==> src/design/gbr_pkg.sv <==
// gbr_pkg: shared constants, payload structs and weight table of the 7x7 blur
// depends on nothing; used by every module of the blur block
package gbr_pkg;

  localparam int MAX_WIDTH   = 1024;
  localparam int MAX_HEIGHT  = 4096;
  localparam int KR          = 3;
  localparam int KS          = 2 * KR + 1;
  localparam int RING_ROWS   = 8;
  localparam int SLOT_W      = $clog2(RING_ROWS);
  localparam int COL_W       = $clog2(MAX_WIDTH);
  localparam int WID_W       = 11;
  localparam int HGT_W       = 13;
  localparam int ROW_W       = 13;
  localparam int CFG_W       = 13;
  localparam int CFG_IDX_W   = 1;
  localparam int LEAD_W      = $clog2(3 * MAX_WIDTH + 4);
  localparam int FIFO_DEPTH  = 8;
  localparam int FIFO_PTR_W  = $clog2(FIFO_DEPTH);
  localparam int FIFO_CNT_W  = $clog2(FIFO_DEPTH + 1);
  localparam int WT_W        = 14;
  localparam int ROWSUM_W    = 24;
  localparam int SUM_W       = 25;

  // configuration register indexes
  localparam logic [CFG_IDX_W-1:0] REG_FRAME_WIDTH  = 1'b0;
  localparam logic [CFG_IDX_W-1:0] REG_FRAME_HEIGHT = 1'b1;

  // q0.16 weights indexed by |dy|, |dx|
  localparam logic [WT_W-1:0] WEIGHT_Q16 [4][4] = '{
    '{14'd10436, 14'd6330, 14'd1412, 14'd116},
    '{14'd6330,  14'd3839, 14'd857,  14'd70},
    '{14'd1412,  14'd857,  14'd191,  14'd16},
    '{14'd116,   14'd70,   14'd16,   14'd1}
  };

  typedef struct packed {
    logic [7:0] red_in;
    logic [7:0] green_in;
    logic [7:0] blue_in;
    logic [7:0] alpha_in;
    logic       drain;
  } pix_in_t;

  typedef struct packed {
    logic [7:0] red_out;
    logic [7:0] green_out;
    logic [7:0] blue_out;
    logic [7:0] alpha_out;
    logic       frame_done;
  } pix_out_t;

  // one column of the window, entry i is row offset i - KR
  typedef logic [KS-1:0][31:0] column_t;

  // one push into the line store and window, with its output tag
  typedef struct packed {
    logic              valid;
    logic              wr;
    logic [COL_W-1:0]  addr;
    logic [SLOT_W-1:0] slot;
    logic [31:0]       pixel;
    logic              emit;
    logic              done;
    logic [KS-1:0]     rowok;
    logic [KS-1:0]     colok;
  } push_t;

  typedef struct packed {
    logic emit_c;
    logic emit_d;
  } mac_status_t;

  function automatic logic [WT_W-1:0] weight(input logic [2:0] i, input logic [2:0] j);
    logic [1:0] ai;
    logic [1:0] aj;
    ai = (i >= 3'(KR)) ? 2'(i - 3'(KR)) : 2'(3'(KR) - i);
    aj = (j >= 3'(KR)) ? 2'(j - 3'(KR)) : 2'(3'(KR) - j);
    return WEIGHT_Q16[ai][aj];
  endfunction

endpackage

==> src/design/gbr_out_fifo.sv <==
// gbr_out_fifo: small result queue that parts the pipeline from the output stall
// depends on gbr_pkg
module gbr_out_fifo (
  input  logic                            clk,
  input  logic                            rst,
  input  logic                            wr,
  input  gbr_pkg::pix_out_t               wdata,
  output logic                            blur_valid,
  input  logic                            blur_stall,
  output gbr_pkg::pix_out_t               blur,
  output logic [gbr_pkg::FIFO_CNT_W-1:0]  count
);

  gbr_pkg::pix_out_t                 buffer [gbr_pkg::FIFO_DEPTH];
  logic [gbr_pkg::FIFO_PTR_W-1:0]    head;
  logic [gbr_pkg::FIFO_PTR_W-1:0]    tail;
  logic                              pop;

  assign blur_valid = (count != '0);
  assign pop        = blur_valid && !blur_stall;
  assign blur       = buffer[head];

  // queue pointers and storage
  always_ff @(posedge clk) begin
    if (wr) begin
      buffer[tail] <= wdata;
    end
    if (rst) begin
      head  <= '0;
      tail  <= '0;
      count <= '0;
    end else begin
      if (wr) tail <= tail + 1'b1;
      if (pop) head <= head + 1'b1;
      count <= count + gbr_pkg::FIFO_CNT_W'(wr) - gbr_pkg::FIFO_CNT_W'(pop);
    end
  end

endmodule

==> config.mk <==
export PLATFORM = sky130hd
export DESIGN_NAME = gbr_out_fifo
export DESIGN_NICKNAME = d
export VERILOG_FILES = /design/src/design/gbr_pkg.sv /design/src/design/gbr_out_fifo.sv
export SDC_FILE = /design/constraint.sdc
export NUM_CORES = 1
export LEC_CHECK = 0
export BUFFER_PORTS_ARGS = -buffer_cell sky130_fd_sc_hd__buf_2
export CAP_MARGIN = 0
export CORE_UTILIZATION = 28
export CTS_BUF_LIST = sky130_fd_sc_hd__clkbuf_2
export CTS_CLUSTER_DIAMETER = 100
export DETAILED_ROUTE_END_ITERATION = 12
export GPL_TIMING_DRIVEN = 0
export PLACE_DENSITY = 0.4
export SLEW_MARGIN = 20
export SYNTH_ARGS = -nofsm -noshare
export SYNTH_HDL_FRONTEND = slang
export SYNTH_SLANG_ARGS = --single-unit
==> constraint.sdc <==
create_clock -name clk -period 4 [get_ports clk]
set_clock_uncertainty 0.2 [all_clocks]
set_input_delay 0.2 -clock clk [delete_from_list [all_inputs] [get_ports clk]]
set_output_delay 0.2 -clock clk [all_outputs]
set_load 0.01 [all_outputs]
== Word level (Yosys, flattened, before mapping) ==
Memories as Yosys holds them, arrays and structs flattened. A register that Yosys moved wholly into a read port is not among the register bits.
Index checks and enable logic that the tools add are counted.

* Reduce and logical (&&, ||, !) cells: 3
* Add/subtract/negate cells: 4
* Muxes and demuxes: 4

{| class="wikitable"
|+ Operators with widths
! kind !! count
|-
| $add 3x1->3 const B || 2
|-
| $mux 3 || 2
|-
| $add 4x1->4 || 1
|-
| $reduce_bool 4->1 || 1
|-
| $sub 4x1->4 || 1
|-
| $mux 1 || 2
|-
| $logic_and 1x1->1 || 1
|-
| $logic_not 1->1 || 1
|}

* Word-level logic and storage cells: 15
* Output and inout bits: 38
* Register bits: 10
* Input bits: 37
* RAM bits: 264
* Memories kept: 1

{| class="wikitable"
|+ Memories
! memory !! depth !! width !! read ports !! clocked after memory_dff !! write ports !! line !! RTL
|-
| buffer || 8 || 33 || 1 || 1 || 1 || gbr_out_fifo.sv:14 || <nowiki>gbr_pkg::pix_out_t buffer [gbr_pkg::FIFO_DEPTH];</nowiki>
|}

== Logic depth before layout (Yosys ltp) ==
Gate-level depths: netlist of the first run.

* Word-level depth: 4
* Gate-level depth with buffers: 10
* Mapped depth without buffers: 10

== Least setup slack after synthesis of the first run ==
Ideal clock, no wire load.

* Path kind: register to register
* Start point: register tail[2] (netlist name)
* End point: memory buffer[0][0] (netlist name), enable pin
* Data required time: 3.336 ns
* Period minus slack after synthesis: 3.432 ns
* Setup time: 0.464 ns
* Path slack: 0.568 ns
* Path buffers: 0
* Cell stages (with the launch flop): 3
* Arrival: 2.768 ns
* Cell sequence: dfxtp_1 nand2b_1 nor3_1

{| class="wikitable"
|+ RTL lines
! item !! line !! RTL
|-
| start: declaration || gbr_out_fifo.sv:16 || <nowiki>logic [gbr_pkg::FIFO_PTR_W-1:0] tail;</nowiki>
|-
| start signal: assignment || gbr_out_fifo.sv:33 || <nowiki>if (wr) tail <= tail + 1'b1;</nowiki>
|-
| end: declaration || gbr_out_fifo.sv:14 ||
|}

No word-level cell before the write port.

==> metrics.txt, run 1 <==
clk buf depth 3; Hold/Removal Path Class input port to flop; Avg WL per Cell 19.3 um; Die Height 196 um; Remaining DRCs 0; Cell Pwr Density 472 nW/um^2; R2R setup slack 1.01 ns; Max Clk Rate 307 MHz; Final nets 741; CORE AREA 36800 um^2; grt ovf 0; Crit Path Max Fanout 10; Rows 70; Post-Layout Cell Count 1221; critical path buffer and inverter count 3; final core occ 36.2%; RSZ-0062 raised after global routing false; CP endpoint blur[24]; Tmin final 3.26 ns; Placer Congestion 0.680; vias in the first global route 6113; drt total wl 23.6 mm; clock sinks 277; antenna violations before repair 1; Die X 196 um; most common cell in the synthesized netlist edfxtp_1; GR Util All Layers 12.8%; final setup vio count 0; placed insts 1017; # IOs 75; Synth Area per Inst 23.2 um^2; Pwr Total 6.28 mW; Worst path max stage delay 0.45 ns; clock root buffer clkbuf_2; number of synthesized flops with an enable pin 264; Worst-Skew Late Latency 0.77 ns; Slowest-stage cell, CP clkbuf_1; synth cell count leaders edfxtp_1 (264), mux4_2 (66), mux2_2 (33); r2r startpoint count[2]; worst slew pin tran 0.909 ns; worst path arrival time 2.86 ns; Detailed Place HPWL 14.8 mm; Synth cell types 27; Leak Pwr 4.46 nW; Yosys top cell by area edfxtp_1; layout cells sized above 1 43.1%; Post-CTS Setup Inserts 0; Tcrit/Tclk final 81.4%; first-pass GRT wire length 35.7 mm; Final Hold Viols 0; maximum VDD drop 0.000219 V; Critical Path RT 3.60 ns; Post-Syn Instances 454; Critical Path, Cell by Cell clkbuf_1 > buf_2 > mux4_2 > mux2_2 > buf_2; htree depth 3; Worst R2R Path Depth 8; Initial Utilization 28.6%; Synth Register Bits 277; Clk pin slew, worst setup/hold paths 0.10 ns; Synth async-reset ratio 0%; crit path launch type flop; Die ar. 38400 um^2; port bufs 74; Max-slew headroom 39.2%; Top Family by Delay on Critical Path buffers and inverters; outcome complete, no violations; Via density 4.37; pins over their slew limit 0; crit-path most repeated cell buf_2; Crit. End Element primary output; post-route ant nets 0; router iterations before antenna repair 4; Most used DFF post-synth edfxtp_1; Ys Warns 0; top area cells in the synthesized netlist edfxtp_1 (75%), mux4_2 (14%), mux2_2 (3.5%), dfxtp_1 (2.5%), ha_1 (0.71%); Hold-fix buffers, CTS 74; CTS tree done; RR Endpoint count[0]; top-area cell type share of the netlist area 75.3%; Crit. path cell count 5; largest net degree at the start of global routing 19; Setup TNS Final 0 ns; Hold Path Origin wdata[22]; Layout area overhead 26.3%; max-cap violation count 0; area of the mapped netlist 10500 um^2; syn nets 498; cts bufs inserted 72; total number of vias 5334; initial detailed-routing violation count 292; post-synthesis sequential area ratio 77.8%; critical path class flop to primary output; post-CTS sizing 0; Fill cells 3499
-- worst min path at each step --
stage / end / depth (start not counted)
after floorplan: head[2] / 1
after global placement: head[2] / 2
after detailed placement: head[2] / 2
after CTS: buffer[5][22] / 2
after global routing: buffer[5][22] / 2
final: buffer[6][22] / 2
-- layout make-up --
class / instances / area (um^2) / share of cell area, %
Timing Repair Buffer: 169 / 1460 / 11.0
Sequential cell: 277 / 8190 / 61.6
Antenna cell: 1 / 2.50 / 0.0188
Clock inverter: 26 / 154 / 1.16
Multi-Input combinational cell: 152 / 2260 / 17.0
Inverter: 6 / 22.5 / 0.169
Buffer: 19 / 116 / 0.875
Tap cell: 468 / 586 / 4.40
Clock buffer: 103 / 515 / 3.88
-- power by group --
group | internal, mW | total, mW | leakage (nW) | switching [mW]
Sequential | 3.27 | 3.30 | 2.50 | 0.0348
Clock | 0.822 | 1.94 | 0.500 | 1.12
Combinational | 0.520 | 1.03 | 1.46 | 0.512
Total | 4.61 | 6.28 | 4.46 | 1.67
-- layout by cell type (no fill, tap or decap), types with 8 or more instances in the layout --
master         netlist  routed
buf_2                6      80
dfxtp_1             13      13
edfxtp_1           264     264
buf_4                0       8
mux4_2              66      66
clkbuf_2             0     103
mux2_2              33      33
a21oi_1              8       8
dlygate4sd3_1        0      74
clkinv_1             0      20
-- kinds of logic (layout without fill, tap and decap cells) --
| family | Yosys count | in the layout | synth area share, % |
|---|---|---|---|
| xor gates and xnor gates | 3 | 3 | 0.250 |
| muxes | 100 | 100 | 17.7 |
| and+or+nand+nor | 29 | 29 | 1.35 |
| AOI/OAI and AO/OA | 13 | 13 | 0.677 |
| DFF | 277 | 277 | 77.8 |
| other | 0 | 1 | 0 |
| adders and majority gates | 7 | 7 | 0.903 |
| buffers and inverters | 25 | 323 | 1.32 |
-- per-layer routing --
metal,vias to the layer above,GRT usage (%),share of wire (%)
li1,2437,-,-
met1,2738,14.3,40
met2,120,23.3,53
met3,39,3.42,4.7
met4,0,4.66,1.6
met5,-,0,0
-- registers in the layout, summed over array words and instances, names as in the netlist, named ones only --
signal  flops
buffer    264
count       4
head        3
tail        3
-- stage by stage --
step	area [um^2]	worst slack, ns	hold WS, ns
after floorplan	10500	0.568	0.0691
after global placement	11500	-2.36	0.226
after detailed placement	11900	1.24	0.241
after CTS	13300	0.552	0.00423
after global routing	13300	0.510	0.0382
final	13300	0.743	0.110
Note: power is estimated with default switching activity, not from simulation.
==> run 2: changes to the inputs <==
==> constraint.sdc (replaced) <==
create_clock -name clk -period 3.4 [get_ports clk]
set_clock_uncertainty 0.2 [all_clocks]
set_input_delay 0.17 -clock clk [delete_from_list [all_inputs] [get_ports clk]]
set_output_delay 0.17 -clock clk [all_outputs]
set_load 0.01 [all_outputs]
==> run 2 against run 1 <==
Cell area rose by 0.25%. Sequential share of layout area fell by 0.16 points. Worst hold slack improved by 0.014 ns. Power rose by 20%. Sequential power rose by 18%. Critical endpoint unchanged. Largest power group unchanged. Highest routed layer unchanged.
==> metrics.txt, run 2 (same netlist as run 1, synthesis figures left out) <==
outcome complete, no violations; Crit. End Element primary output; cts bufs inserted 74 (+2.8%); CTS tree done; Max-slew headroom 46.2% (+7.0 points); initial detailed-routing violation count 246 (-16%); Die X 196 um (unchanged); GR Util All Layers 13.1% (+0.36 points); Multi-input gate area 2260 um^2 (+0.28%); Worst R2R Path Depth 8 (unchanged); Tcrit/Tclk final 93.2%; Final nets 741 (unchanged); port bufs 74 (unchanged); final instance area 13300 um^2 (+0.25%); Critical Path RT 3.03 ns (-0.57 ns); post-route ant nets 0 (unchanged); most flop-heavy register buffer; Clk pin slew, worst setup/hold paths 0.09 ns (about the same); RSZ-0062 raised after global routing false; Crit Path Max Fanout 10 (unchanged); Leak Pwr 4.49 nW (+0.65%); Initial Utilization 28.6% (unchanged); Tmin final 3.17 ns; Hold/Removal Path Class input port to flop; Worst-Skew Late Latency 0.83 ns (+0.06 ns); Rows 70 (unchanged); crit path launch type flop; max-cap violation count 0 (unchanged); Avg WL per Cell 19.9 um (+3.2%); Cell Pwr Density 563 nW/um^2 (+19%); hold depth 5 (+3); router iterations before antenna repair 4 (unchanged); Fill cells 3489 (-0.29%); Sequential Area 8190 um^2 (unchanged); drt total wl 24.2 mm (+2.7%); Layout area overhead 26.6%; worst slew pin tran 0.807 ns (-0.102 ns); Placer Congestion 0.686 (+0.81%); htree depth 3 (unchanged); worst path arrival time 2.80 ns (-0.06 ns); Final Hold Viols 0 (unchanged); R2R setup slack 0.55 ns (-0.46 ns); Remaining DRCs 0 (unchanged); pins over their slew limit 0 (unchanged); Hold EP tail[2]; largest net degree at the start of global routing 19 (unchanged); clock root buffer clkbuf_2; final setup vio count 0 (unchanged); Via density 4.45 (+1.9%); Die Height 196 um (unchanged); CORE AREA 36800 um^2 (unchanged); critical path class flop to primary output; Die ar. 38400 um^2 (unchanged); total number of vias 5407 (+1.4%); Post-CTS Setup Inserts 0 (unchanged); clk buf depth 3 (unchanged); max reg flops 264 (unchanged); maximum VDD drop 0.000212 V (-3.6%); Max Clk Rate 316 MHz; Placed Area 11900 um^2 (+0.12%); vias in the first global route 6117 (+0.065%); final core occ 36.3% (+0.092 points); antenna violations before repair 1 (unchanged); layout cells sized above 1 44.4% (+1.3 points); clock sinks 277 (unchanged); # IOs 75 (unchanged); Pwr Total 7.51 mW (+20%); first-pass GRT wire length 36.6 mm (+2.6%); r2r startpoint count[2]; Detailed Place HPWL 15.4 mm (+3.9%); Regs by FF count buffer (264), count (4); most common cell after layout, fill and taps aside edfxtp_1; Hold Path Origin wr; RR Endpoint count[0]; grt ovf 0 (unchanged); commonest non-fill, non-tap cells in the layout edfxtp_1 (264), clkbuf_2 (111), buf_2 (80), dlygate4sd3_1 (74), mux4_2 (66)
## run 2: cell types whose count changed in the layout (fill, tap and decap cells not counted), moves of 2 or more
cell	change
clkinv_1	-12
clkbuf_2	+8
buf_4	-4
buf_8	+2
clkinv_2	+2
## run 2: final cells by class
class                           instances  area share [%]
Sequential cell                       277            61.4
Multi-Input combinational cell        152            17.0
Timing Repair Buffer                  167            11.0
Tap cell                              468            4.39
Clock buffer                          110            4.13
Clock inverter                         15            1.03
Buffer                                 19           0.882
Inverter                                6           0.169
Antenna cell                            1          0.0188
## run 2: worst max path at each step
stage | start | to | slack, ns | cells after the start
floorplan | tail[2] | buffer[4][0] | 0.03 | 2
finish | flop | blur[24] | 0.23 | 4
global placement | wr | buffer[4][17] | -3.01 | 3
detailed placement | count[2] | count[1] | 0.74 | 9
global route | flop | blur[24] | 0.03 | 4
CTS | flop | blur[13] | 0.05 | 4
## run 2: timing repair
item	4_1_cts	5_1_grt
endpoints found under the hold margin	345	0
resized for setup	1	0
hold buffers	74	0
endpoints found under the setup margin	33	0
## run 2: metrics by stage
stage	setup TNS, ns	worst slack, ns	hold slack [ns]	instances
2_1_floorplan	0	0.0269	0.0391	454
3_3_place_gp	-317.90	-3.01	0.193	996
3_5_place_dp	0	0.740	0.211	1015
4_1_cts	0	0.0486	0.0293	1214
5_1_grt	0	0.0284	0.0937	1215
6_report	0	0.231	0.124	1215
## run 2: power by group
group | total, mW | switching (mW) | leakage [nW] | internal (mW)
combinational | 1.22 | 0.609 | 1.46 | 0.613
clock | 2.40 | 1.32 | 0.528 | 1.08
sequential | 3.89 | 0.0437 | 2.50 | 3.84
total | 7.51 | 1.97 | 4.49 | 5.53
## run 2: layer usage
| metal | up-vias | GRT usage [%] | part of all wire (%) |
|---|---|---|---|
| met3 | 43 | 2.87 | 3.7 |
| li1 | 2435 | - | - |
| met5 | - | 0 | 0 |
| met2 | 116 | 22.6 | 51 |
| met4 | 0 | 5.84 | 2.2 |
| met1 | 2813 | 15.8 | 43 |
## run 2: worst max-delay path: stages, from the launching register on
cell and delay [ns]:
dfxtp_1 0.32, buf_1 0.37, clkbuf_1 0.67, mux2_2 0.46, buf_2 0.15
